===== src/hw/rtl/pcs_pkg.sv =====
package pcs_pkg;

  localparam int MAX_CHUNK = 1024;
  // open run length never exceeds MAX_CHUNK
  localparam int LEN_W     = $clog2(MAX_CHUNK + 1);
  localparam int CHUNK_W   = 11;

  localparam int QDEPTH    = 4;
  localparam int QIDX_W    = $clog2(QDEPTH);
  localparam int QCNT_W    = $clog2(QDEPTH + 1);

  localparam logic [3:0] ST_IDLE     = 4'd0;
  localparam logic [3:0] ST_LETTERS  = 4'd1;
  localparam logic [3:0] ST_DIGIT1   = 4'd2;
  localparam logic [3:0] ST_SEP      = 4'd3;
  localparam logic [3:0] ST_APOS     = 4'd4;
  localparam logic [3:0] ST_APOS2    = 4'd5;
  localparam logic [3:0] ST_PUNCT    = 4'd6;
  localparam logic [3:0] ST_PUNCT_NL = 4'd7;
  localparam logic [3:0] ST_WS       = 4'd8;

  typedef struct packed {
    logic [CHUNK_W-1:0] chunk_length;
    logic               cut_short;
    logic               final_chunk;
  } res_t;

  typedef struct packed {
    logic [3:0]       state;
    logic [LEN_W-1:0] len;
    logic [7:0]       h0;
    logic [7:0]       h1;
  } split_state_t;

  // up to two result words produced by one byte
  typedef struct packed {
    logic [1:0] cnt;
    res_t       r0;
    res_t       r1;
  } push_t;

endpackage


===== src/hw/rtl/pcs_rules.sv =====
module pcs_rules
  import pcs_pkg::*;
(
  input  split_state_t cur,
  input  logic [7:0]   text_byte,
  input  logic         end_of_text,
  output split_state_t nxt,
  output push_t        push
);

  localparam logic [7:0] CH_APOS  = 8'h27;
  localparam logic [7:0] CH_SPACE = 8'h20;
  localparam logic [7:0] CH_S     = 8'h73;
  localparam logic [7:0] CH_D     = 8'h64;
  localparam logic [7:0] CH_M     = 8'h6d;
  localparam logic [7:0] CH_T     = 8'h74;
  localparam logic [7:0] CH_L     = 8'h6c;
  localparam logic [7:0] CH_V     = 8'h76;
  localparam logic [7:0] CH_R     = 8'h72;
  localparam logic [7:0] CH_E     = 8'h65;

  localparam logic [2:0] ACT_START   = 3'd0;
  localparam logic [2:0] ACT_EXTEND  = 3'd1;
  localparam logic [2:0] ACT_FINISH  = 3'd2;
  localparam logic [2:0] ACT_HOLD    = 3'd3;
  localparam logic [2:0] ACT_RESTART = 3'd4;

  function automatic logic is_alpha(input logic [7:0] b);
    return (b >= 8'h61 && b <= 8'h7a) || (b >= 8'h41 && b <= 8'h5a);
  endfunction

  function automatic logic is_decimal(input logic [7:0] b);
    return b >= 8'h30 && b <= 8'h39;
  endfunction

  function automatic logic is_nl(input logic [7:0] b);
    return b == 8'h0d || b == 8'h0a;
  endfunction

  function automatic logic is_blank(input logic [7:0] b);
    return b == CH_SPACE || b == 8'h09 || b == 8'h0b || b == 8'h0c;
  endfunction

  logic [7:0]       lb;
  logic             c_alpha, c_digit, c_nl, c_blank, c_punct;
  logic             h_blank;
  logic [2:0]       act;
  logic [3:0]       ext_st;
  logic [3:0]       start_st;
  logic [LEN_W-1:0] len_inc;
  logic             v1, v2, v3;
  res_t             e1, e2, e3;

  assign c_alpha = is_alpha(text_byte);
  assign c_digit = is_decimal(text_byte);
  assign c_nl    = is_nl(text_byte);
  assign c_blank = is_blank(text_byte);
  assign c_punct = !c_alpha && !c_digit && !c_nl && !c_blank;
  assign lb      = (text_byte >= 8'h41 && text_byte <= 8'h5a) ? text_byte + 8'd32 : text_byte;
  assign h_blank = is_blank(cur.h0);
  assign len_inc = cur.len + LEN_W'(1);

  assign start_st = c_nl              ? ST_IDLE    :
                    c_alpha           ? ST_LETTERS :
                    c_digit           ? ST_DIGIT1  :
                    text_byte == CH_APOS ? ST_APOS : ST_SEP;

  // rule decision for this byte
  always_comb begin
    act    = ACT_RESTART;
    ext_st = ST_IDLE;
    case (cur.state)
      ST_LETTERS: begin
        if (c_alpha) begin
          act = ACT_EXTEND; ext_st = ST_LETTERS;
        end
      end
      ST_DIGIT1: begin
        if (c_digit) act = ACT_FINISH;
      end
      ST_SEP: begin
        if (c_alpha) begin
          act = ACT_EXTEND; ext_st = ST_LETTERS;
        end else if (h_blank) begin
          if (cur.h0 == CH_SPACE && c_punct) begin
            act = ACT_EXTEND; ext_st = ST_PUNCT;
          end else if (c_blank) begin
            act = ACT_EXTEND; ext_st = ST_WS;
          end else if (c_nl) begin
            act = ACT_FINISH;
          end
        end else if (c_punct) begin
          act = ACT_EXTEND; ext_st = ST_PUNCT;
        end else if (c_nl) begin
          act = ACT_EXTEND; ext_st = ST_PUNCT_NL;
        end
      end
      ST_APOS: begin
        if (lb == CH_S || lb == CH_D || lb == CH_M || lb == CH_T) begin
          act = ACT_FINISH;
        end else if (lb == CH_L || lb == CH_V || lb == CH_R) begin
          act = ACT_HOLD;
        end else if (c_alpha) begin
          act = ACT_EXTEND; ext_st = ST_LETTERS;
        end else if (c_punct) begin
          act = ACT_EXTEND; ext_st = ST_PUNCT;
        end else if (c_nl) begin
          act = ACT_EXTEND; ext_st = ST_PUNCT_NL;
        end
      end
      ST_APOS2: begin
        if ((cur.h1 == CH_L && lb == CH_L) || (cur.h1 != CH_L && lb == CH_E)) begin
          act = ACT_FINISH;
        end else if (c_alpha) begin
          act = ACT_EXTEND; ext_st = ST_LETTERS;
        end
      end
      ST_PUNCT: begin
        if (c_punct) begin
          act = ACT_EXTEND; ext_st = ST_PUNCT;
        end else if (c_nl) begin
          act = ACT_EXTEND; ext_st = ST_PUNCT_NL;
        end
      end
      ST_PUNCT_NL: begin
        if (c_nl) begin
          act = ACT_EXTEND; ext_st = ST_PUNCT_NL;
        end
      end
      ST_WS: begin
        if (c_blank) begin
          act = ACT_EXTEND; ext_st = ST_WS;
        end else if (c_nl) begin
          act = ACT_FINISH;
        end
      end
      default: act = ACT_START;
    endcase
  end

  always_comb begin
    nxt = cur;
    v1  = 1'b0;
    v2  = 1'b0;
    e1  = '{chunk_length: CHUNK_W'(len_inc), cut_short: 1'b0, final_chunk: 1'b0};
    e2  = '{chunk_length: CHUNK_W'(1), cut_short: 1'b0, final_chunk: 1'b0};
    case (act)
      ACT_EXTEND: begin
        nxt.state = ext_st;
        if (len_inc >= LEN_W'(MAX_CHUNK)) begin
          v1           = 1'b1;
          e1.cut_short = 1'b1;
          nxt.len      = '0;
        end else begin
          nxt.len = len_inc;
        end
      end
      ACT_FINISH: begin
        v1        = 1'b1;
        nxt.state = ST_IDLE;
        nxt.len   = '0;
      end
      ACT_HOLD: begin
        nxt.h1    = lb;
        nxt.len   = len_inc;
        nxt.state = ST_APOS2;
      end
      ACT_RESTART: begin
        // close the open chunk, then start a new one with this byte
        v1              = cur.len != '0;
        e1.chunk_length = CHUNK_W'(cur.len);
        nxt.state       = start_st;
        nxt.len         = c_nl ? LEN_W'(0) : LEN_W'(1);
        nxt.h0          = text_byte;
        v2              = c_nl;
      end
      default: begin
        nxt.state = start_st;
        nxt.len   = c_nl ? LEN_W'(0) : LEN_W'(1);
        nxt.h0    = text_byte;
        v2        = c_nl;
      end
    endcase

    v3 = end_of_text && nxt.len != '0;
    e3 = '{chunk_length: CHUNK_W'(nxt.len), cut_short: 1'b0, final_chunk: 1'b0};
    if (end_of_text) begin
      nxt.state = ST_IDLE;
      nxt.len   = '0;
    end

    // pack valid results in order
    push.cnt = {1'b0, v1} + {1'b0, v2} + {1'b0, v3};
    push.r0  = v1 ? e1 : (v2 ? e2 : e3);
    push.r1  = (v1 && v2) ? e2 : e3;
    if (end_of_text) begin
      if (push.cnt == 2'd2) push.r1.final_chunk = 1'b1;
      else                  push.r0.final_chunk = 1'b1;
    end
  end

endmodule


===== src/hw/rtl/pcs_res_queue.sv =====
module pcs_res_queue
  import pcs_pkg::*;
(
  input  logic  clk,
  input  logic  rst_n,
  input  push_t push,
  output logic  room2,
  output logic  out_valid,
  input  logic  out_ready,
  output res_t  head
);

  res_t              mem [QDEPTH];
  logic [QIDX_W-1:0] rd_r, rd_nxt;
  logic [QIDX_W-1:0] wr_r, wr_nxt;
  logic [QCNT_W-1:0] cnt_r, cnt_nxt;
  logic              pop;

  assign out_valid = cnt_r != '0;
  assign head      = mem[rd_r];
  assign pop       = out_valid && out_ready;
  assign room2     = cnt_r <= QCNT_W'(QDEPTH - 2);

  assign rd_nxt  = rd_r + QIDX_W'(pop);
  assign wr_nxt  = wr_r + QIDX_W'(push.cnt);
  assign cnt_nxt = cnt_r + QCNT_W'(push.cnt) - QCNT_W'(pop);

  always_ff @(posedge clk) begin
    if (push.cnt != 2'd0) mem[wr_r] <= push.r0;
    if (push.cnt == 2'd2) mem[wr_r + QIDX_W'(1)] <= push.r1;
  end

  always_ff @(posedge clk) begin
    if (!rst_n) begin
      rd_r  <= '0;
      wr_r  <= '0;
      cnt_r <= '0;
    end else begin
      rd_r  <= rd_nxt;
      wr_r  <= wr_nxt;
      cnt_r <= cnt_nxt;
    end
  end

  a_no_overflow: assert property (@(posedge clk) disable iff (!rst_n)
    push.cnt != 2'd0 |-> cnt_r <= QCNT_W'(QDEPTH - 2))
    else $error("result queue written without room");

  a_cnt_range: assert property (@(posedge clk) disable iff (!rst_n)
    cnt_r <= QCNT_W'(QDEPTH))
    else $error("result queue count out of range");

  a_push_width: assert property (@(posedge clk) disable iff (!rst_n)
    push.cnt != 2'd3)
    else $error("more than two results from one byte");

  a_ptr_gap: assert property (@(posedge clk) disable iff (!rst_n)
    cnt_r == '0 |-> rd_r == wr_r)
    else $error("empty queue with pointer mismatch");

endmodule


===== src/hw/rtl/pretoken_chunk_splitter_unit.sv =====
// pre-tokenizer chunk splitter
// input channel: one text byte per word (in_text_byte), in_end_of_text
// marks the last byte of a text. result channel: one chunk per word with
// its length, a flag when the chunk was cut at MAX_CHUNK bytes, and a flag
// on the last chunk of the text. a byte may close zero, one or two chunks.
// a chunk closed by a byte reaches out_valid after the byte passes the
// input register and then the result queue write.
// throughput: one byte per cycle while the queue has two free slots; a
// byte that closes two chunks writes two words, which leave in turn
// through the single-word output port, so the rate is set by that port and
// the four-word result queue, which takes a byte only with two free slots.
// receiver stall: results wait in the queue; once it has fewer than two
// free slots the input register holds and in_ready drops.
// reset: rst_n is synchronous active low; the queue is emptied and the
// splitter goes idle with no open chunk. no clearing pass is needed.
module pretoken_chunk_splitter_unit
  import pcs_pkg::*;
(
  input  logic               clk,
  input  logic               rst_n,
  input  logic               in_valid,
  output logic               in_ready,
  input  logic [7:0]         in_text_byte,
  input  logic               in_end_of_text,
  output logic               out_valid,
  input  logic               out_ready,
  output logic [CHUNK_W-1:0] out_chunk_length,
  output logic               out_cut_short,
  output logic               out_final_chunk
);

  logic         in_vld_r;
  logic [7:0]   byte_r;
  logic         eot_r;
  logic         room2;
  logic         step;
  split_state_t st_r, st_nxt;
  push_t        rule_push;
  push_t        push;
  res_t         head;

  assign step     = in_vld_r && room2;
  assign in_ready = !in_vld_r || step;

  always_ff @(posedge clk) begin
    if (!rst_n) begin
      in_vld_r <= 1'b0;
    end else if (in_ready) begin
      in_vld_r <= in_valid;
    end
  end

  always_ff @(posedge clk) begin
    if (in_ready && in_valid) begin
      byte_r <= in_text_byte;
      eot_r  <= in_end_of_text;
    end
  end

  pcs_rules u_rules (
    .cur         (st_r),
    .text_byte   (byte_r),
    .end_of_text (eot_r),
    .nxt         (st_nxt),
    .push        (rule_push)
  );

  always_comb begin
    push = rule_push;
    if (!step) push.cnt = 2'd0;
  end

  always_ff @(posedge clk) begin
    if (!rst_n) begin
      st_r <= '{state: ST_IDLE, len: '0, h0: '0, h1: '0};
    end else if (step) begin
      st_r <= st_nxt;
    end
  end

  pcs_res_queue u_queue (
    .clk       (clk),
    .rst_n     (rst_n),
    .push      (push),
    .room2     (room2),
    .out_valid (out_valid),
    .out_ready (out_ready),
    .head      (head)
  );

  assign out_chunk_length = head.chunk_length;
  assign out_cut_short    = head.cut_short;
  assign out_final_chunk  = head.final_chunk;

  a_len_below_max: assert property (@(posedge clk) disable iff (!rst_n)
    st_r.len < LEN_W'(MAX_CHUNK))
    else $error("open chunk reached maximum without a cut");

  a_idle_empty: assert property (@(posedge clk) disable iff (!rst_n)
    st_r.state == ST_IDLE |-> st_r.len == '0)
    else $error("idle with an open chunk");

endmodule

===== config.mk =====
export PLATFORM = sky130hd
export DESIGN_NAME = pretoken_chunk_splitter_unit
export DESIGN_NICKNAME = d
export VERILOG_FILES = /design/src/hw/rtl/pcs_pkg.sv /design/src/hw/rtl/pcs_rules.sv /design/src/hw/rtl/pcs_res_queue.sv /design/src/hw/rtl/pretoken_chunk_splitter_unit.sv
export SDC_FILE = /design/constraint.sdc
export NUM_CORES = 1
export LEC_CHECK = 0
export ABC_CLOCK_PERIOD_IN_PS = 4800
export BUFFER_PORTS_ARGS = -buffer_cell sky130_fd_sc_hd__buf_2
export CAP_MARGIN = 10
export CELL_PAD_IN_SITES_DETAIL_PLACEMENT = 2
export CELL_PAD_IN_SITES_GLOBAL_PLACEMENT = 2
export CORE_UTILIZATION = 36
export CTS_CLUSTER_DIAMETER = 120
export CTS_CLUSTER_SIZE = 25
export DETAILED_ROUTE_END_ITERATION = 10
export PLACE_DENSITY = 0.82
export SLEW_MARGIN = 30
export SYNTH_ARGS = -nofsm -noshare
export SYNTH_HDL_FRONTEND = slang
export SYNTH_SLANG_ARGS = --single-unit

===== constraint.sdc =====
create_clock -name clk -period 4.8 [get_ports clk]
set_input_delay 0.24 -clock clk [delete_from_list [all_inputs] [get_ports clk]]
set_output_delay 0.24 -clock clk [all_outputs]
set_load 0.02 [all_outputs]

==> results of run 1 <==
## kinds of logic after synthesis
logic type      count (synthesis)  share of synthesized area
buf+inv                        50                    0.03797
xor+xnor                       15                    0.02253
fa+ha+maj                      11                    0.02618
mux                            26                    0.07273
simple gates                  235                     0.2150
compound gates                152                     0.1845
flops                         100                     0.4411
## area by class of cell
cell class	count	area, µm²	share of cell area
Sequential cell	100	2574	0.3767
Clock buffer	12	267.8	0.03919
Multi-Input combinational cell	439	3105	0.4545
Timing Repair Buffer	75	521.8	0.07636
Clock inverter	4	30.03	0.004395
Tap cell	216	270.3	0.03955
Inverter	17	63.81	0.009339
## how the worst max path moves through the flow
stage | cells past startpoint | from | endpoint
6_report | 16 | byte_r[5]$_DFFE_PP_ | u_queue.mem[1][10]$_DFFE_PP_
5_1_grt | 19 | byte_r[5]$_DFFE_PP_ | u_queue.cnt_r[2]$_SDFF_PN0_
3_3_place_gp | 14 | byte_r[3]$_DFFE_PP_ | u_queue.mem[3][4]$_DFFE_PP_
3_5_place_dp | 14 | byte_r[3]$_DFFE_PP_ | u_queue.mem[3][6]$_DFFE_PP_
4_1_cts | 17 | byte_r[3]$_DFFE_PP_ | u_queue.cnt_r[2]$_SDFF_PN0_
2_1_floorplan | 19 | byte_r[5]$_DFFE_PP_ | u_queue.mem[1][0]$_DFFE_PP_
## routing by layer
layer / vias to the layer above / share of wire / routed length [µm]
li1: 2369 / - / -
met2: 140 / 0.54 / 11200
met3: 54 / 0.034 / 699
met4: 0 / 0.039 / 803
met1: 2635 / 0.39 / 8111
met5: - / 0 / 0
## worst max-delay path, stage by stage (launching register included)
cell	delay, ns
edfxtp_1	0.41
buf_6	0.16
ha_1	0.23
nand2b_1	0.08
a21oi_1	0.07
o211ai_1	0.32
and2_4	0.23
a211oi_1	0.08
or3_4	0.42
and2_4	0.18
or3_1	0.38
a31oi_2	0.22
fa_2	0.51
or2_2	0.38
nor3_1	0.28
nand2_1	0.12
a222oi_1	0.37
## state kept, by name, indices dropped and copies added (netlist names)
register       cells
u_queue.wr_r       2
in_vld_r           1
u_queue.cnt_r      3
eot_r              1
u_queue.rd_r       2
st_r              31
u_queue.mem       52
byte_r             8
## power by group
part           leakage [nW]  switching [mW]  internal (mW)
Clock                 0.146           0.348          0.402
Sequential            0.921          0.0712          0.946
Combinational          1.37           0.289          0.225
Total                  2.44           0.708           1.57
## repair_timing
action | in CTS | in global routing
setup endpoints to repair | 4 | 58
endpoints found under the hold margin | 0 | 0
pin swaps | 0 | 10
gates resized for setup | 1 | 13
buffers inserted | 0 | 17
hold buffers | 0 | 0
## through the flow
stage	util	total power, mW	cells
floorplan	-	1.362	589
global placement	0.4004	1.498	830
detailed placement	0.4004	1.529	830
CTS	0.4195	2.270	846
global route	0.4317	2.372	863
finish	0.4317	2.281	863
## synthesized netlist by cell type, drive strengths merged (8+ instances only)
master  number
nor3        22
mux4        13
clkbuf      17
o22ai       34
nand3       37
o21ai       19
mux2i       12
o31ai        8
a21oi       28
o211ai       9
inv         16
nor2        46
and2        18
edfxtp      57
xnor2        9
buf         16
a31oi        8
dfxtp       43
nand2       53
ha           9
==> out/metrics.yaml, run 1 <==
end_kind: "flip-flop"
cts_tree: "done"
syn2layout_area_growth_pct: 17.16
grt_start_max_net_pins: 25
num_vias: 5198
synth.area.top_cells: "edfxtp_1, dfxtp_1, mux4_2"
ys_types: 81
clkSinkCount: 100
rrSetupSlack_ns: 0.14
reg2reg_from: "byte_r[5]$_DFFE_PP_"
maxCapViolations: 0
dpl.hpwl_um: 15460
min_period_over_period: 0.9700
ys.flop_type: "edfxtp_1"
grt_usage: 0.2566
ff2ff_path_depth: 16
maxSlewViolCount: 0
die_y_um: 129.3
grt_pass1_vias: 5714
seq_area_frac_synth: 0.4411
nets: 666
antenna_found_initial: 0
pre_cts_ws_ns: -0.08723
place_area_um2: 6337
syn_area_um2: 5832
drt_iter0_markers: 304
post_drt_wl_per_cell_um: 24.12
io_buffers: 27
cts_max_level: 3
cts_buffer_depth: 2
async_reset_ff_frac: 0
ir_worst_vdd_uv: 156.5
reg2reg_to: "u_queue.mem[1][10]$_DFFE_PP_"
yosysWarnings: 0
gp_congestion: 0.9458
critical_path_class: "reg2reg"
setup_ws_ns: 0.1441
slew_headroom: 0.3833
busiest_layer: "met2"
critical_path_required_ns: 4.94
mostFrequentLayoutCells: "edfxtp_1, nand2_1, nor2_1, buf_4, dfxtp_1"
min_from: "in_text_byte[6]"
fin_area_um2: 6833
die-area_um2: 16710
routed_wirelength_um: 20820
crit_path_max_fanout: 10
finClkSkew_ns: 0.009009
synth_area_leader_cell: "edfxtp_1"
finalHoldWorstSlack_ns: 0.05327
cp.arrival_ns: 4.80
syn_nets: 613
grt_use_met1: 0.2811
use_met2: 0.4817
drt-vias-per-instance: 6.023
setup_viol: 0
nFillCells: 1703
n_antenna_cell: 0
fmax_ghz: 0.2148
critPathLaunchType: "flip-flop"
clock-root-buffer: "clkbuf_16"
core_area_um2: 15830
grt_overflow: 0
synth_seq_cells: 100
drcViolationCount: 0
period_needed_ns: 4.656
p_per_area_nw_per_um2: 333.8
cts_buffers: 9
synth_edf_count: 57
clkTransAtPathRegs_ns: 0.07
hold_violations: 0
synth_top_area_frac: 0.2935
p_leak_nw: 2.442
grt_use_met3: 0.03922
clk-insertion-delay-late_ns: 0.36
rows: 46
antenna_left: 0
die_width_um: 129.3
status: "finished, final reports clean"
grt_pass1_wl_um: 32130
synth_area_per_cell_um2: 9.901
min_to: "byte_r[6]$_DFFE_PP_"
layout-drive-gt1-share: 0.2117
final_common_cell: "edfxtp_1"
syn_inst: 589
worst_pin_slew_ns: 0.9240
drtPass1Iterations: 6
hold_path_depth: 1
initial_core_util: 0.3685
hold_class: "in2reg"
io_pins: 28
finalSetupTns_ns: 0
Note: power is estimated with default switching activity, not from simulation.
==> inputs of run 2 (changes only) <==
- HOLD_SLACK_MARGIN: unset -> 0.12
==> run 2 against run 1 <==
Sequential power about the same. Combinational power up 1%. Clock power about the same. Utilization up 0.57 points. Critical path depth unchanged. Worst hold slack better by 0.078 ns. Global-route usage up 0.080 points. Routed wire length up 0.21%. First-iteration DRC count up 15%. Sequential share of layout area down 0.49 points. Fmax down 0.30%. Critical endpoint unchanged. Largest cell class unchanged.
==> out/metrics.yaml, run 2 (synthesis gave the netlist of run 1 again) <==
reg2reg_to: "u_queue.mem[1][10]$_DFFE_PP_"
slowest_delay_ns: 0.51
rows: 46
syn2layout_area_growth_pct: 18.71
die-area_um2: 16710
largestRegisters: "u_queue.mem x52, st_r x31, byte_r x8"
clock-root-buffer: "clkbuf_16"
finClkSkew_ns: 0.007800
dp.cells: 830
antenna_left: 0
cts_buffers: 9
die_width_um: 129.3
cts_max_level: 3
grt_overflow: 0
fin_cells: 872
die_y_um: 129.3
power.total_mw: 2.286
fin_area_um2: 6923
grt_pass1_wl_um: 32240
cts_tree: "done"
slowest_stage: "fa_2"
critPathLaunchType: "flip-flop"
drcViolationCount: 0
n_antenna_cell: 0
drt-vias-per-instance: 5.953
routed_wirelength_um: 20860
core_area_um2: 15830
initial_core_util: 0.3685
slew_headroom: 0.3862
layout-drive-gt1-share: 0.2088
final_common_cell: "edfxtp_1"
grt_start_max_net_pins: 25
critical_path_required_ns: 4.94
ir_worst_vdd_uv: 155.3
largest_reg_flops: 52
min_to: "in_vld_r$_SDFFE_PN0N_"
setup_ws_ns: 0.1301
place_area_um2: 6337
p_per_area_nw_per_um2: 330.1
critical_path_class: "reg2reg"
largest-register: "u_queue.mem"
maxCapViolations: 0
status: "finished, final reports clean"
io_pins: 28
setup_viol: 0
post_drt_wl_per_cell_um: 23.92
min_period_over_period: 0.9729
hold_class: "in2reg"
grt_usage: 0.2574
clkTransAtPathRegs_ns: 0.07
ff2ff_path_depth: 16
period_needed_ns: 4.670
crit_path_max_fanout: 10
worst_path_most_repeated_cell: "and2_4"
finalSetupTns_ns: 0
clkSinkCount: 100
clk-insertion-delay-late_ns: 0.36
reg2reg_from: "byte_r[5]$_DFFE_PP_"
io_buffers: 27
worst_pin_slew_ns: 0.9197
worstPathCellList: "buf_6, ha_1, nand2b_1, a21oi_1, o211ai_1, and2_4, a211oi_1, or3_4, and2_4, or3_1, a31oi_2, fa_2, or2_2, nor3_1, nand2_1, a222oi_1"
dpl.hpwl_um: 15460
hold_path_depth: 3
fmax_ghz: 0.2141
drtPass1Iterations: 4
grt_pass1_vias: 5742
hold_violations: 0
cts_buffer_depth: 2
drt_iter0_markers: 351
cp.arrival_ns: 4.81
end_kind: "flip-flop"
mostFrequentLayoutCells: "edfxtp_1, nand2_1, nor2_1, buf_4, dfxtp_1"
gp_congestion: 0.9458
num_vias: 5191
nets: 675
maxSlewViolCount: 0
antenna_found_initial: 0
rrSetupSlack_ns: 0.13
pre_cts_ws_ns: -0.08723
p_leak_nw: 2.480
min_from: "in_valid"
-- run 2: how the worst max path moves through the flow --
| stage | slack, ns | endpoint | start |
|---|---|---|---|
| after floorplan | 0.01 | u_queue.mem[1][0]$_DFFE_PP_ | byte_r[5]$_DFFE_PP_ |
| after global placement | 0.20 | u_queue.mem[3][4]$_DFFE_PP_ | byte_r[3]$_DFFE_PP_ |
| after CTS | 0.01 | u_queue.cnt_r[2]$_SDFF_PN0_ | byte_r[3]$_DFFE_PP_ |
| after detailed placement | -0.09 | u_queue.mem[3][6]$_DFFE_PP_ | byte_r[3]$_DFFE_PP_ |
| final | 0.13 | u_queue.mem[1][10]$_DFFE_PP_ | byte_r[5]$_DFFE_PP_ |
| after global routing | -0.08 | u_queue.cnt_r[2]$_SDFF_PN0_ | byte_r[5]$_DFFE_PP_ |
-- run 2: routing by layer --
metal,vias to the layer above,GRT usage,part of all wire
met5,-,0,0
met2,134,0.4832,0.54
li1,2380,-,-
met3,41,0.03922,0.035
met4,0,0.1232,0.035
met1,2636,0.2822,0.39
-- run 2: where the power goes --
group / internal (mW) / switching (mW) / total, mW
registers: 0.946 / 0.0718 / 1.02
logic: 0.229 / 0.290 / 0.519
clock network: 0.402 / 0.347 / 0.749
-- run 2: repair_timing --
| action | 4_1_cts | 5_1_grt |
|---|---|---|
| buffers inserted | 0 | 17 |
| hold endpoints to repair | 9 | 0 |
| setup endpoints to repair | 4 | 58 |
| pin swaps | 0 | 10 |
| hold buffers | 9 | 0 |
| resized for setup | 1 | 13 |
-- run 2: area by class of cell --
| type | count | area (µm²) |
|---|---|---|
| Timing Repair Buffer | 84 | 611.8 |
| Inverter | 17 | 63.81 |
| Multi-Input combinational cell | 439 | 3105 |
| Sequential cell | 100 | 2574 |
| Fill cell | 1694 | 8905 |
| Clock inverter | 4 | 30.03 |
| Clock buffer | 12 | 267.8 |
| Tap cell | 216 | 270.3 |
-- run 2: critical path: cells and delay by family, from the launching register on --
kind                       cells  cell delay [ns]
and+or+nand+nor                8             2.09
AOI/OAI and AO/OA              5             1.07
adders and majority gates      2             0.74
DFF                            1             0.41
buffers and inverters          1             0.17
-- run 2: per-stage QoR --
stage / utilization / hold slack (ns)
after floorplan: - / 0.3389
after global placement: 0.4004 / 0.4167
after detailed placement: 0.4004 / 0.4187
after CTS: 0.4252 / 0.1264
after global routing: 0.4374 / 0.1361
final: 0.4374 / 0.1318
==> inputs of run 3 (changes only) <==
- ABC_AREA: unset -> 1
- CORE_UTILIZATION: 36 -> 33
==> run 3 against run 2 <==
The run now ends with design-rule violations left. Cell count is 30% higher. Routed wire length is 16% higher. Total power is 11% higher. Highest routed layer unchanged. Final area is 8.7% higher. Register-to-register slack worse by 0.03 ns. Area after synthesis is 5.2% higher. Largest power group unchanged. Critical path depth is 12 higher. Combinational power is 43% higher. Global-route usage is 1.9 points lower. Sequential share of layout area is 3.0 points lower. Non-clock buffer count is 6 higher. Largest cell class unchanged.
==> out/metrics.yaml, run 3 <==
crit_path_max_fanout: 6
cts_max_level: 3
drcViolationCount: 4
slew_headroom: 0.4159
grt_use_met1: 0.2830
rows: 49
cts_buffers: 9
fin_cells: 1130
slowest_delay_ns: 0.53
synth_seq_cells: 100
cp.arrival_ns: 4.81
setup_viol: 0
routed_wirelength_um: 24110
drt-vias-per-instance: 5.395
ir_worst_vdd_uv: 178.5
die_y_um: 138.3
layout-drive-gt1-share: 0.2120
n_antenna_cell: 0
io_buffers: 27
violations: "design-rule violations"
busiest_layer: "met2"
mostFrequentLayoutCells: "nand2_1, inv_1, nor2_1"
worst_pin_slew_ns: 0.8751
drt_iter0_markers: 330
syn2layout_area_growth_pct: 22.62
synth_area_leader_cell: "edfxtp_1"
core_area_um2: 18090
cts_buffer_depth: 2
ys_types: 40
largest-register: "u_queue.mem"
ys.flop_type: "edfxtp_1"
critical_path_required_ns: 4.92
critPathLaunchType: "flip-flop"
syn_inst: 821
worst_path_most_repeated_cell: "nand2_2"
largest_reg_flops: 52
hold_class: "in2reg"
maxCapViolations: 0
grt_use_met3: 0.03014
final_common_cell: "nand2_1"
yosysMostFrequentCell: "nand2_1"
use_met2: 0.4454
syn_nets: 845
gp_congestion: 0.8266
die-area_um2: 19140
largestRegisters: "u_queue.mem x52, st_r x31, byte_r x8"
maxSlewViolCount: 0
initial_core_util: 0.3392
io_pins: 28
clkTransAtPathRegs_ns: 0.08
rrSetupSlack_ns: 0.10
post_drt_wl_per_cell_um: 21.33
grt_usage: 0.2384
hold_violations: 0
grt_pass1_wl_um: 35830
synth_top_area_frac: 0.2790
clock-root-buffer: "clkbuf_16"
antenna_found_initial: 0
dp.cells: 1076
synth_common_cells: "nand2_1, nor2_1, inv_1, nand3_1"
nets: 920
fmax_ghz: 0.2128
min_period_over_period: 0.9789
antenna_left: 0
nFillCells: 2045
grt_overflow: 0
seq_area_frac_synth: 0.4193
grt_start_max_net_pins: 29
num_vias: 6096
dpl.hpwl_um: 16160
yosysWarnings: 0
status: "finished, violations left"
p_per_area_nw_per_um2: 338.0
rsz0062_at_grt: "yes"
clkSinkCount: 100
finClkSkew_ns: 0.01129
async_reset_ff_frac: 0
grt_pass1_vias: 6532
die_width_um: 138.3
cts_tree: "done"
clk-insertion-delay-late_ns: 0.37
slowest_stage: "fa_1"
synth.area.top_cells: "edfxtp_1, dfxtp_1, nand2_1"
drtPass1Iterations: 7
syn_area_um2: 6135
period_needed_ns: 4.699
synth_area_per_cell_um2: 7.472
synth_edf_count: 57
end_kind: "flip-flop"
p_leak_nw: 2.941
critical_path_class: "reg2reg"
finalHoldWorstSlack_ns: 0.1581
==> run 3: path summary, 6_finish.rpt <==
check	startpoint	endpoint	cells after the start
max	byte_r[5]$_DFFE_PP_	u_queue.mem[3][12]$_DFFE_PP_	28
min	in_valid	in_vld_r$_SDFFE_PN0N_	3
max reg2reg	byte_r[5]$_DFFE_PP_	u_queue.mem[3][12]$_DFFE_PP_	28
min reg2reg	st_r[0]$_SDFFE_PN0P_	st_r[0]$_SDFFE_PN0P_	2
==> run 3: report_power, final <==
part	total, mW	internal, mW	switching, mW
combinational	0.741	0.243	0.498
clock	0.766	0.406	0.359
sequential	1.04	0.959	0.0767
==> run 3: kinds of logic (layout without fill, tap and decap cells) <==
logic type,after synthesis,after routing,synth area share
simple gates,415,417,0.3141
compound gates,161,161,0.1434
buf+inv,122,200,0.08118
flops,100,100,0.4193
xor+xnor,12,12,0.01713
fa+ha+maj,11,11,0.02488
==> run 3: cell type report <==
cell class / instances / area, µm² / share of cell area
clock inverter: 4 / 35.03 / 0.004657
multi-input combinational: 601 / 3268 / 0.4345
inverter: 92 / 360.3 / 0.04790
tap: 229 / 286.5 / 0.03809
timing repair inverter: 2 / 12.51 / 0.001663
clock buffer: 12 / 267.8 / 0.03560
timing repair buffer: 90 / 718.2 / 0.09548
sequential: 100 / 2574 / 0.3421
==> run 3: timing repair <==
item	in CTS	in global routing
cloned	1	4
buffers inserted	10	14
hold buffers	9	0
pin swaps	4	18
endpoints found under the hold margin	9	0
setup endpoints to repair	96	103
gates resized for setup	6	59
==> run 3: per-layer routing <==
metal	wire length [µm]	share of wire
met5	0	0
met4	532	0.022
met1	9956	0.41
met2	13040	0.54
met3	577	0.024
==> run 3: critical path, delay by kind of cell (launching register included) <==
kind / cells / cell delay [ns]
simple gates: 21 / 2.52
buf+inv: 5 / 0.71
fa+ha+maj: 2 / 0.69
flops: 1 / 0.51
==> run 3: stage by stage <==
stage          utilization  total power, mW  instance area, µm²  setup TNS [ns]  worst slack [ns]
5_1_grt             0.4159            2.663                7522          -8.600           -0.1960
3_3_place_gp        0.3682            1.675                6659               0           0.08520
4_1_cts             0.3966            2.494                7173               0           0.02153
3_5_place_dp        0.3682            1.711                6659          -6.793           -0.2012
6_report            0.4159            2.542                7522               0            0.1015
2_1_floorplan            -            1.493                6135               0            0.5776
